**config.mk**
```make
export PLATFORM = sky130hd
export DESIGN_NAME = object_table_radius_query_top
export DESIGN_NICKNAME = d
export VERILOG_FILES = /design/src/design/otrq_pkg.sv /design/src/design/object_table_radius_query_top.sv /design/src/design/otrq_ram.sv /design/src/design/otrq_store.sv /design/src/design/otrq_scan.sv
export SDC_FILE = /design/constraint.sdc
export NUM_CORES = 2
export LEC_CHECK = 0
export ABC_CLOCK_PERIOD_IN_PS = 8100
export BUFFER_PORTS_ARGS = -buffer_cell sky130_fd_sc_hd__buf_2
export CAP_MARGIN = 30
export CELL_PAD_IN_SITES_DETAIL_PLACEMENT = 0
export CELL_PAD_IN_SITES_GLOBAL_PLACEMENT = 2
export CORE_MARGIN = 2
export CORE_UTILIZATION = 50
export DETAILED_ROUTE_END_ITERATION = 8
export GPL_TIMING_DRIVEN = 0
export PLACE_DENSITY = 0.81
export SYNTH_ARGS = -nofsm -noshare
export SYNTH_HDL_FRONTEND = slang
export SYNTH_SLANG_ARGS = --single-unit
```
**constraint.sdc**
```tcl
create_clock -name clk -period 8.1 [get_ports clk]
set_input_delay 0.81 -clock clk [delete_from_list [all_inputs] [get_ports clk]]
set_output_delay 0.81 -clock clk [all_outputs]
set_load 0.02 [all_outputs]
```
**src/design/otrq_pkg.sv**
```systemverilog
// Shared types and constants for the object table radius query block.
// Depends on nothing; the top level, store and scan files import it.
`timescale 1ns / 1ps
`default_nettype none

package otrq_pkg;

  // Default table depth
  localparam int ENTRY_COUNT_DEF = 64;

  // Configuration register byte address
  localparam logic [1:0] REG_WANTED_KIND = 2'd0;

  // Item action codes
  typedef enum logic {
    ACT_WRITE = 1'b0,
    ACT_QUERY = 1'b1
  } action_t;

  // One input beat
  typedef struct packed {
    action_t    action;
    logic [5:0] entry_slot;
    logic [7:0] entry_kind;
    logic [7:0] entry_col;
    logic [7:0] entry_row;
    logic [7:0] center_x;
    logic [7:0] center_y;
    logic [7:0] radius;
    logic [6:0] result_limit;
  } in_item_t;

  // One result beat
  typedef struct packed {
    logic [5:0] match_index;
    logic       match_valid;
    logic [6:0] found_count;
    logic       last;
  } out_item_t;

  // One stored table entry
  typedef struct packed {
    logic [7:0] kind;
    logic [7:0] col;
    logic [7:0] row;
  } entry_t;

  // Write request into the entry store
  typedef struct packed {
    logic       en;
    logic [5:0] slot;
    entry_t     entry;
  } store_wr_t;

endpackage

`default_nettype wire

```
**src/design/object_table_radius_query_top.sv**
```systemverilog
// Top level of the object table radius query block: config register,
// entry store and query sequencer. Depends on otrq_pkg, otrq_store, otrq_scan.
//
// Usage:
//   Input channel: drive in_item and pulse start while busy is low; the beat
//   is taken at that edge. A write beat (action 0) stores one entry at once
//   and leaves busy low, so another beat may follow in the next cycle.
//   A query beat (action 1) raises busy for the scan. The sequencer reads
//   one slot a cycle from the entry RAM (one read port) and stops early once
//   result_limit matches are found; a query with limit 0 reads no slots.
//   Result channel: each result beat sits on out_item for one cycle with
//   out_strobe high; the receiver cannot stall it. The final beat of a query
//   has last set and appears in the cycle busy falls. A query with no match
//   gives a single beat with match_valid low and found_count 0.
//   Configuration: wanted_kind is written over the APB port at address 0;
//   the user must write it only while busy is low; the block does not enforce it.
//   Reset: rst_n clears wanted_kind, the sequencer and every entry valid bit,
//   so all table entries read as zero right away; no clearing pass is needed.
`timescale 1ns / 1ps
`default_nettype none

module object_table_radius_query_top #(
  parameter int ENTRY_COUNT = otrq_pkg::ENTRY_COUNT_DEF
) (
  input  wire logic                clk,
  input  wire logic                rst_n,
  input  wire logic                start,
  output logic                     busy,
  input  wire otrq_pkg::in_item_t  in_item,
  output logic                     out_strobe,
  output otrq_pkg::out_item_t      out_item,
  input  wire logic                psel,
  input  wire logic                penable,
  input  wire logic                pwrite,
  input  wire logic [1:0]          paddr,
  input  wire logic [31:0]         pwdata,
  output logic [31:0]              prdata,
  output logic                     pready
);

  import otrq_pkg::*;

  localparam int IW = (ENTRY_COUNT > 1) ? $clog2(ENTRY_COUNT) : 1;

  logic [7:0]    wanted_kind_r;
  logic          cfg_wr;
  store_wr_t     wr_req;
  logic          rd_en;
  logic [IW-1:0] rd_addr;
  entry_t        rd_entry;

  // Config port: no wait states
  assign pready = 1'b1;
  assign cfg_wr = psel && penable && pwrite && (paddr == REG_WANTED_KIND);
  assign prdata = (paddr == REG_WANTED_KIND) ? {24'd0, wanted_kind_r} : 32'd0;

  always_ff @(posedge clk) begin
    if (!rst_n) begin
      wanted_kind_r <= 8'd0;
    end else if (cfg_wr) begin
      wanted_kind_r <= pwdata[7:0];
    end
  end

  // Store write beats straight into the table
  assign wr_req.en          = start && !busy && (in_item.action == ACT_WRITE);
  assign wr_req.slot        = in_item.entry_slot;
  assign wr_req.entry.kind  = in_item.entry_kind;
  assign wr_req.entry.col   = in_item.entry_col;
  assign wr_req.entry.row   = in_item.entry_row;

  otrq_store #(
    .ENTRY_COUNT (ENTRY_COUNT)
  ) u_store (
    .clk      (clk),
    .rst_n    (rst_n),
    .wr_req   (wr_req),
    .rd_en    (rd_en),
    .rd_addr  (rd_addr),
    .rd_entry (rd_entry)
  );

  otrq_scan #(
    .ENTRY_COUNT (ENTRY_COUNT)
  ) u_scan (
    .clk         (clk),
    .rst_n       (rst_n),
    .start       (start),
    .in_item     (in_item),
    .wanted_kind (wanted_kind_r),
    .busy        (busy),
    .rd_en       (rd_en),
    .rd_addr     (rd_addr),
    .rd_entry    (rd_entry),
    .out_strobe  (out_strobe),
    .out_item    (out_item)
  );

endmodule

`default_nettype wire

```
**src/design/otrq_ram.sv**
```systemverilog
// Generic single-port-write, single-port-read RAM with registered read data.
// Depends on nothing.
`timescale 1ns / 1ps
`default_nettype none

module otrq_ram #(
  parameter int WIDTH = 8,
  parameter int DEPTH = 64
) (
  input  wire logic                                   clk,
  input  wire logic                                   wr_en,
  input  wire logic [(DEPTH > 1 ? $clog2(DEPTH) : 1)-1:0] wr_addr,
  input  wire logic [WIDTH-1:0]                       wr_data,
  input  wire logic                                   rd_en,
  input  wire logic [(DEPTH > 1 ? $clog2(DEPTH) : 1)-1:0] rd_addr,
  output logic [WIDTH-1:0]                            rd_data
);

  logic [WIDTH-1:0] mem_r [DEPTH];

  // Write on enable, register read data on read enable
  always_ff @(posedge clk) begin
    if (wr_en) begin
      mem_r[wr_addr] <= wr_data;
    end
    if (rd_en) begin
      rd_data <= mem_r[rd_addr];
    end
  end

endmodule

`default_nettype wire

```
**src/design/otrq_store.sv**
```systemverilog
// Entry store: RAM of kind/col/row entries plus per-entry valid bits.
// Depends on otrq_pkg and otrq_ram.
`timescale 1ns / 1ps
`default_nettype none

module otrq_store #(
  parameter int ENTRY_COUNT = otrq_pkg::ENTRY_COUNT_DEF
) (
  input  wire logic                                     clk,
  input  wire logic                                     rst_n,
  input  wire otrq_pkg::store_wr_t                      wr_req,
  input  wire logic                                     rd_en,
  input  wire logic [(ENTRY_COUNT > 1 ? $clog2(ENTRY_COUNT) : 1)-1:0] rd_addr,
  output otrq_pkg::entry_t                              rd_entry
);

  import otrq_pkg::*;

  localparam int IW = (ENTRY_COUNT > 1) ? $clog2(ENTRY_COUNT) : 1;

  logic          vld_r [ENTRY_COUNT];
  logic          rd_vld_r;
  logic          wr_ok;
  logic [IW-1:0] wr_addr;
  entry_t        ram_q;

  // Drop writes to slots beyond the table
  assign wr_ok   = wr_req.en && (7'(wr_req.slot) < 7'(ENTRY_COUNT));
  assign wr_addr = wr_req.slot[IW-1:0];

  otrq_ram #(
    .WIDTH ($bits(entry_t)),
    .DEPTH (ENTRY_COUNT)
  ) u_ram (
    .clk     (clk),
    .wr_en   (wr_ok),
    .wr_addr (wr_addr),
    .wr_data (wr_req.entry),
    .rd_en   (rd_en),
    .rd_addr (rd_addr),
    .rd_data (ram_q)
  );

  // Valid bits: cleared by reset, set on write; writes and scans never overlap
  always_ff @(posedge clk) begin
    if (!rst_n) begin
      for (int i = 0; i < ENTRY_COUNT; i++) begin
        vld_r[i] <= 1'b0;
      end
      rd_vld_r <= 1'b0;
    end else begin
      if (wr_ok) begin
        vld_r[wr_addr] <= 1'b1;
      end
      if (rd_en) begin
        rd_vld_r <= vld_r[rd_addr];
      end
    end
  end

  // Never-written entries read as all zero
  assign rd_entry = rd_vld_r ? ram_q : '0;

endmodule

`default_nettype wire

```
**src/design/otrq_scan.sv**
```systemverilog
// Query sequencer: walks the entry store one slot a cycle, tests each entry
// and emits result beats. Depends on otrq_pkg.
`timescale 1ns / 1ps
`default_nettype none

module otrq_scan #(
  parameter int ENTRY_COUNT = otrq_pkg::ENTRY_COUNT_DEF
) (
  input  wire logic                                     clk,
  input  wire logic                                     rst_n,
  input  wire logic                                     start,
  input  wire otrq_pkg::in_item_t                       in_item,
  input  wire logic [7:0]                               wanted_kind,
  output logic                                          busy,
  output logic                                          rd_en,
  output logic [(ENTRY_COUNT > 1 ? $clog2(ENTRY_COUNT) : 1)-1:0] rd_addr,
  input  wire otrq_pkg::entry_t                         rd_entry,
  output logic                                          out_strobe,
  output otrq_pkg::out_item_t                           out_item
);

  import otrq_pkg::*;

  localparam int IW = (ENTRY_COUNT > 1) ? $clog2(ENTRY_COUNT) : 1;
  localparam int CW = $clog2(ENTRY_COUNT + 1);

  typedef enum logic [1:0] {
    ST_IDLE,
    ST_SCAN,
    ST_FLUSH
  } state_t;

  state_t     state_r, state_nxt;
  logic [CW-1:0] issue_r, issue_nxt;
  logic       ev_r, ev_nxt;
  logic [IW-1:0] ev_idx_r, ev_idx_nxt;
  logic [6:0] found_r, found_nxt;
  logic [7:0] cx_r, cx_nxt;
  logic [7:0] cy_r, cy_nxt;
  logic [7:0] rad_r, rad_nxt;
  logic [6:0] lim_r, lim_nxt;
  logic       pend_r, pend_nxt;
  logic [5:0] pend_idx_r, pend_idx_nxt;
  logic [6:0] pend_cnt_r, pend_cnt_nxt;
  logic       out_strobe_r, out_strobe_nxt;
  out_item_t  out_item_r, out_item_nxt;

  logic [7:0] dx, dy, span;
  logic       at_center, hit, last_slot, limit_hit, done;
  logic [6:0] found_inc;

  // Read the next slot while slots remain
  assign rd_en   = (state_r == ST_SCAN) && (issue_r < CW'(ENTRY_COUNT));
  assign rd_addr = issue_r[IW-1:0];

  // Test the entry read last cycle
  assign dx        = (rd_entry.col > cx_r) ? (rd_entry.col - cx_r) : (cx_r - rd_entry.col);
  assign dy        = (rd_entry.row > cy_r) ? (rd_entry.row - cy_r) : (cy_r - rd_entry.row);
  assign span      = (dx > dy) ? dx : dy;
  assign at_center = (rd_entry.col == cx_r) && (rd_entry.row == cy_r);
  assign hit       = ev_r && (rd_entry.kind == wanted_kind) && !at_center && (span <= rad_r);
  assign found_inc = found_r + 7'd1;
  assign last_slot = (ev_idx_r == IW'(ENTRY_COUNT - 1));
  assign limit_hit = hit && (found_inc == lim_r);
  assign done      = ev_r && (last_slot || limit_hit);

  // Next-state logic; one match is held back until its last flag is known
  always_comb begin
    state_nxt      = state_r;
    issue_nxt      = issue_r;
    ev_nxt         = 1'b0;
    ev_idx_nxt     = ev_idx_r;
    found_nxt      = found_r;
    cx_nxt         = cx_r;
    cy_nxt         = cy_r;
    rad_nxt        = rad_r;
    lim_nxt        = lim_r;
    pend_nxt       = pend_r;
    pend_idx_nxt   = pend_idx_r;
    pend_cnt_nxt   = pend_cnt_r;
    out_strobe_nxt = 1'b0;
    out_item_nxt   = out_item_r;
    case (state_r)
      ST_IDLE: begin
        if (start && (in_item.action == ACT_QUERY)) begin
          cx_nxt    = in_item.center_x;
          cy_nxt    = in_item.center_y;
          rad_nxt   = in_item.radius;
          lim_nxt   = in_item.result_limit;
          found_nxt = 7'd0;
          issue_nxt = '0;
          pend_nxt  = 1'b0;
          state_nxt = (in_item.result_limit == 7'd0) ? ST_FLUSH : ST_SCAN;
        end
      end
      ST_SCAN: begin
        ev_nxt     = rd_en;
        ev_idx_nxt = issue_r[IW-1:0];
        if (rd_en) begin
          issue_nxt = issue_r + CW'(1);
        end
        if (hit) begin
          found_nxt = found_inc;
          if (pend_r) begin
            out_strobe_nxt           = 1'b1;
            out_item_nxt.match_index = pend_idx_r;
            out_item_nxt.match_valid = 1'b1;
            out_item_nxt.found_count = pend_cnt_r;
            out_item_nxt.last        = 1'b0;
          end
          pend_nxt     = 1'b1;
          pend_idx_nxt = 6'(ev_idx_r);
          pend_cnt_nxt = found_inc;
        end
        if (done) begin
          ev_nxt    = 1'b0;
          state_nxt = ST_FLUSH;
        end
      end
      ST_FLUSH: begin
        out_strobe_nxt = 1'b1;
        if (pend_r) begin
          out_item_nxt.match_index = pend_idx_r;
          out_item_nxt.match_valid = 1'b1;
          out_item_nxt.found_count = pend_cnt_r;
        end else begin
          out_item_nxt.match_index = 6'd0;
          out_item_nxt.match_valid = 1'b0;
          out_item_nxt.found_count = 7'd0;
        end
        out_item_nxt.last = 1'b1;
        pend_nxt          = 1'b0;
        state_nxt         = ST_IDLE;
      end
      default: begin
        state_nxt = ST_IDLE;
      end
    endcase
  end

  // Hold state and registered outputs
  always_ff @(posedge clk) begin
    if (!rst_n) begin
      state_r      <= ST_IDLE;
      ev_r         <= 1'b0;
      pend_r       <= 1'b0;
      out_strobe_r <= 1'b0;
    end else begin
      state_r      <= state_nxt;
      ev_r         <= ev_nxt;
      pend_r       <= pend_nxt;
      out_strobe_r <= out_strobe_nxt;
    end
    issue_r    <= issue_nxt;
    ev_idx_r   <= ev_idx_nxt;
    found_r    <= found_nxt;
    cx_r       <= cx_nxt;
    cy_r       <= cy_nxt;
    rad_r      <= rad_nxt;
    lim_r      <= lim_nxt;
    pend_idx_r <= pend_idx_nxt;
    pend_cnt_r <= pend_cnt_nxt;
    out_item_r <= out_item_nxt;
  end

  assign busy       = (state_r != ST_IDLE);
  assign out_strobe = out_strobe_r;
  assign out_item   = out_item_r;

endmodule

`default_nettype wire
```
# Yosys cells after proc, flatten, opt, wreduce, memory -nomap -nowiden

Memories as Yosys holds them, arrays and structs flattened. A register that Yosys moved wholly into a read port is not among the register bits.
Index checks and enable logic that the tools add are counted.

Memories kept: 2
Register bits after elaboration: 92
Memory bits (writable): 1600
Bits of input ports: 102
Word-level logic and storage cells: 111

Equal/unequal tests: 12
$lt $le $gt $ge: 5
Mux-type cells: 32
Bitwise gates (word level): 3
Reduce and logical (&&, ||, !) cells: 33
Add/subtract/negate cells: 6

Memory list:

| name                | depth | width | rd ports | clocked after memory_dff | wr ports | RTL line         | RTL |
|---|---|---|---|---|---|---|---|
| u_store.u_ram.mem_r | 64    | 24    | 1        | 1                        | 1        | otrq_ram.sv:19   | `logic [WIDTH-1:0] mem_r [DEPTH];` |
| u_store.vld_r       | 64    | 1     | 1        | 1                        | 64       | otrq_store.sv:21 | `logic vld_r [ENTRY_COUNT];` |

Operators with widths:

| cell                                                  | number |
|---|---|
| 2-to-1 mux 8 bit                                      | 4 |
| subtractor 8 bit                                      | 4 |
| 2-to-1 mux 15 bit                                     | 2 |
| one-hot mux 15 bit (2 select lines)                   | 1 |
| one-hot mux 7 bit (2 select lines)                    | 2 |
| equality test 8 bit                                   | 3 |
| > comparator 8 bit                                    | 3 |
| 2-to-1 mux 24 bit                                     | 1 |
| 2-to-1 mux 7 bit                                      | 3 |
| adder 7 x 1 -> 7 bit, second input constant           | 2 |
| 2-to-1 mux 14 bit                                     | 1 |
| logical AND 1 bit                                     | 13 |
| AND reduction 3 bit                                   | 4 |
| 2-to-1 mux 1 bit                                      | 11 |
| <= comparator 8 bit                                   | 1 |
| inequality test 2 x 1 -> 1 bit, second input constant | 4 |
| equality test 7 bit                                   | 1 |
| logical NOT 7 bit                                     | 1 |
| < comparator 7 bit, second input constant             | 1 |
| equality test 6 bit, second input constant            | 1 |
| 2-to-1 mux 2 bit                                      | 3 |
| 2-to-1 mux 6 bit                                      | 1 |
| AND reduction 2 bit                                   | 3 |
| nonzero test 2 bit                                    | 3 |
| other kinds (13)                                      | 18 |

# Longest topological paths before layout

Depth after elaboration: 12
Gate-level depth with buffers: 28

# Modules after synthesis

From an unflattened synthesis, not the netlist that was laid out.

Cell total of the unflattened synthesis: 3431
Area, all modules: 68202.9 um^2

By module, submodules not included:

| module                        | area an instance (um^2) | cells an instance | times used |
|---|---|---|---|
| otrq_ram                      | 59535.8                 | 2610              | 1 |
| otrq_scan                     | 5180.0                  | 456               | 1 |
| otrq_store                    | 2876.5                  | 292               | 1 |
| object_table_radius_query_top | 610.6                   | 73                | 1 |

# Worst setup path after synthesis

OpenSTA, ideal clock, no wires.

Path kind: reg-to-reg
Start: register u_store.rd_vld_r, read port of u_store.vld_r
End: register u_scan.out_item_r, in the netlist u_scan.out_item[0], enable pin
Library setup time: 0.389 ns
Stages on the path, launching flop included: 27
Setup slack: 2.064 ns
Buffers on the path: 3
Data arrival time: 5.647 ns
Path through: dfxtp_1 -> clkbuf_1 -> clkbuf_1 -> nand2_1 -> inv_1 -> ha_1 -> buf_2 -> nand4_1 -> or3_1 -> o21ai_2 -> mux2_2 -> a31oi_1 -> xor2_1 -> inv_1 -> ha_1 -> nand3_1 -> o21bai_1 -> a22oi_1 -> mux2i_1 -> ha_1 -> nor2b_1 -> o211ai_1 -> a21oi_1 -> o22a_1 -> nor2_1 -> nand3_1 -> o21ai_1

Word-level cells in the longest chain between the ends: 9
Elaborated cells between the ends (all ways): 22

Ends and longest elaborated chain:

| item                                       | RTL line                         | RTL |
|---|---|---|
| start: declaration                         | otrq_store.sv:22                 | `logic rd_vld_r;` |
| 2-to-1 mux 24 bit *                        | otrq_store.sv:62                 | `assign rd_entry = rd_vld_r ? ram_q : '0;` |
| subtractor 8 bit (tied with other cells)   | otrq_scan.sv:57                  | `assign dx = (rd_entry.col > cx_r) ? (rd_entry.col - cx_r) : (cx_r - rd_entry.col);` |
| 2-to-1 mux 8 bit, on equally long branches | otrq_scan.sv:57, otrq_scan.sv:58 |  |
| > comparator 8 bit                         | otrq_scan.sv:59                  | `assign span = (dx > dy) ? dx : dy;` |
| 2-to-1 mux 8 bit                           | otrq_scan.sv:59                  |  |
| <= comparator 8 bit                        | otrq_scan.sv:61                  | `assign hit = ev_r && (rd_entry.kind == wanted_kind) && !at_center && (span <= rad_r);` |
| logical AND 1 bit *                        | otrq_scan.sv:61                  |  |
| inequality test 2 x 1 -> 1 bit (no line) * | --                               |  |
| AND reduction 3 bit (no line) *            | --                               |  |
| end signal: assignment                     | otrq_scan.sv:163                 | `out_item_r <= out_item_nxt;` |
| end: declaration                           | otrq_scan.sv:46                  | `out_item_t out_item_r, out_item_nxt;` |

Mark *: on every way between the ends. The rest lies on a longest branch, timed or not.
A chain may end at the register's enable or synchronous reset.

# Worst setup path in the final report

Start: register u_store.rd_vld_r, read port of u_store.vld_r
End: register u_scan.found_r[2], enable pin

Word-level cells in the longest chain between the ends: 9
Elaborated cells between the ends (all ways): 22

Ends and longest elaborated chain:

| item                                       | RTL line                         | RTL |
|---|---|---|
| 2-to-1 mux 24 bit *                        | otrq_store.sv:62                 |  |
| subtractor 8 bit (tied with other cells)   | otrq_scan.sv:57                  |  |
| 2-to-1 mux 8 bit, on equally long branches | otrq_scan.sv:57, otrq_scan.sv:58 |  |
| > comparator 8 bit                         | otrq_scan.sv:59                  |  |
| 2-to-1 mux 8 bit                           | otrq_scan.sv:59                  |  |
| <= comparator 8 bit                        | otrq_scan.sv:61                  |  |
| logical AND 1 bit *                        | otrq_scan.sv:61                  |  |
| inequality test 2 x 1 -> 1 bit (no line) * | --                               |  |
| AND reduction 3 bit (no line) *            | --                               |  |
| end signal: assignment                     | otrq_scan.sv:156                 | `found_r <= found_nxt;` |
| end: declaration                           | otrq_scan.sv:37                  | `logic [6:0] found_r, found_nxt;` |

Marks and branches as above.

==> impl_metrics.tcl <==
set metrics [dict create \
    cts_resized 0 \
    place_area_sq_mm 0.0722 \
    cellLeakagePower_nw 24.8 \
    period_minus_slack_ps 7240 \
    finalHoldViolCount 0 \
    syn_area_sq_mm 0.0673 \
    synth.most_common_cell "edfxtp_1" \
    ios 152 \
    drc 0 \
    synthFlopType "edfxtp_1" \
    postCtsSetupBuffers 0 \
    grt_pass1_wl_mm 238 \
    syn2layout_area_growth_pct 15.7 \
    die_w_um 371 \
    critPathRequiredTime_ps 8510 \
    fin_area_sq_mm 0.0778 \
    initial_core_util 0.504 \
    synth_seq_area_share 0.755 \
    worstPathArrival_ps 7650 \
    hold_slack_ps 213 \
    async_reset_ff_frac 0 \
    io_buffer_count 95 \
    holdBufCountCts 0 \
    maxSlewHeadroom 0.303 \
    drt_iter0_markers 4139 \
    layout.nets 3520 \
    routedWlPerCell_um 31.7 \
    drtAntennaViolNets 0 \
    antenna_found_initial 27 \
    clock_skew_ps 27.7 \
    yosysWarnings 0 \
    crit_fanout 10 \
    synth_top_cells_by_area "edfxtp_1 73%, mux4_2 18%, dfxtp_1 2.3%" \
    synth_enable_flop_cells 1639 \
    post-route-period-util 0.893 \
    yosysTopAreaCell "edfxtp_1" \
    syn_avg_cell_area_sq_um 22.5 \
    dpl.hpwl_mm 112 \
    track_usage 0.248 \
    max_stage_delay_ps 700 \
    crit_type "reg2reg" \
    multi_input_area_sq_mm 0.0159 \
    setup_viol 0 \
    clock_latency_ps 790 \
    dr.pass1.iters 5 \
    hold_depth 1 \
    vias_per_cell 6.15 \
    yosysTopAreaCellShare 0.731 \
    cp-end-kind "register" \
    clock-root-buffer "clkbuf_16" \
    outcome "finished, final reports clean" \
    worstHoldPathType "in2reg" \
    cts_buffer_depth 3 \
    htreeDepth 4 \
    final_cells 5280 \
    gp_congestion 0.865 \
    cts_inserted_buffers 167 \
    die_area_sq_mm 0.138 \
    slowest_stage "a22oi_1" \
    power.density_mw_per_mm2 262 \
    irDropWorstVdd_uv 163 \
    grt_pass1_vias 33100 \
    reg2regPathDepth 26 \
    cts_sinks 1717 \
    fp.dieH_um 371 \
    tns_ps 0 \
    synth.distinct_cells 61 \
    fillers 9420 \
    placed_cells 4949 \
    worst_pin_slew_ps 1040 \
    overflow 0 \
    path_clk_slew_ps 60 \
    vias 32500 \
    postSynthCellCount 2986 \
    drive_gt1_frac 0.315 \
    core_area_sq_mm 0.133 \
    synthTopCellsByCount "1639 x edfxtp_1, 525 x mux4_2, 85 x clkbuf_1" \
    cts_tree "yes" \
    synth_seq_cells 1717 \
    grt_max_degree 65 \
    rows 134 \
    fmax_mhz 138 \
    fin_util 0.583 \
    finalWirelength_mm 168 \
    cap_violations 0 \
    slew_viol_final 0 \
    timing.critical_path.from_type "register" \
    seq_area_sq_mm 0.0508 \
    rsz0062_at_grt "no" \
]
-- critical path, delay by kind of cell, from the launching register on --
kind                       cells  cell delay, ps
DFF                            1             410
AOI/OAI and AO/OA              8            2360
and+or+nand+nor                7            1270
muxes                          2             700
adders and majority gates      3             700
xor gates and xnor gates       1             210
buffers and inverters          5            1190
-- kinds of logic (layout without fill, tap and decap cells) --
family,count (synthesis),after routing,synth area share
XOR/XNOR,30,30,0.00390
buffers and inverters,240,729,0.0169
other,2,39,0.000112
flip-flops,1717,1717,0.755
AO/OA/AOI/OAI,156,156,0.0158
AND/OR/NAND/NOR,229,229,0.0174
multiplexers,557,557,0.181
adder cells (fa/ha/maj),55,55,0.0107
-- path summary, 6_finish.rpt --
path	startpoint	endpoint	slack, ps
worst max-delay path	u_store.rd_vld_r	u_scan.found_r[2]	860
worst min register to register	u_scan.ev_idx_r[2]	u_scan.pend_idx_r[2]	460
worst min-delay path	in_item[10]	u_scan.rad_r[3]	210
worst max register to register	u_store.rd_vld_r	u_scan.found_r[2]	860
-- metal layers --
metal / vias up / global-route usage / routed length (um)
li1: 13300 / - / -
met1: 17300 / 0.335 / 63600
met2: 1580 / 0.393 / 80700
met3: 320 / 0.0513 / 15700
met4: 18 / 0.108 / 7330
met5: - / 0 / 183
-- through the flow --
stage / worst slack [ps] / power (mW)
after detailed placement: 822 / 13.0
after global placement: 835 / 12.8
final: 864 / 20.4
after floorplan: 2060 / 11.7
after CTS: 771 / 20.5
after global routing: 238 / 21.0
-- layout by cell type (no fill, tap or decap), types with 25 or more instances in the layout --
master	count
a21oi_1	30
and2_1	33
buf_12	38
buf_16	31
buf_2	138
buf_4	26
clkbuf_1	127
clkbuf_16	174
clkinv_1	26
clkinv_2	27
conb_1	25
dfxtp_1	78
edfxtp_1	1639
ha_1	51
inv_1	65
mux4_2	525
nand2_1	37
nor2_4	62
o21a_1	69
-- registers in the layout, summed over array words and instances (netlist names), 2 cells and up --
name	count
u_store.u_ram.rd_data	24
u_scan.ev_idx_r	6
u_store.u_ram.mem_r	1536
u_scan.found_r	7
u_scan.pend_idx_r	6
u_scan.pend_cnt_r	7
u_scan.cx_r	8
u_store.vld_r	64
u_scan.state_r	2
u_scan.issue_r	7
u_scan.out_item	15
u_scan.lim_r	7
u_scan.rad_r	8
wanted_kind_r	8
u_scan.cy_r	8
-- power breakdown --
| group | total, mW | switching (mW) | internal (mW) |
|---|---|---|---|
| clock network | 7.61 | 3.26 | 4.35 |
| registers | 9.85 | 0.0367 | 9.82 |
| logic | 2.93 | 1.69 | 1.24 |
-- area by class of cell --
class,count,share of cell area
multi-input cells,1052,0.205
well taps,1768,0.0284
repair buffers,185,0.0306
inverters,65,0.00313
clock inverters,85,0.0103
clock buffers,219,0.0585
plain buffers,175,0.0115
diodes,14,0.000450
flip-flops and latches,1717,0.652
No activity file was read; power rests on OpenSTA's default activity.
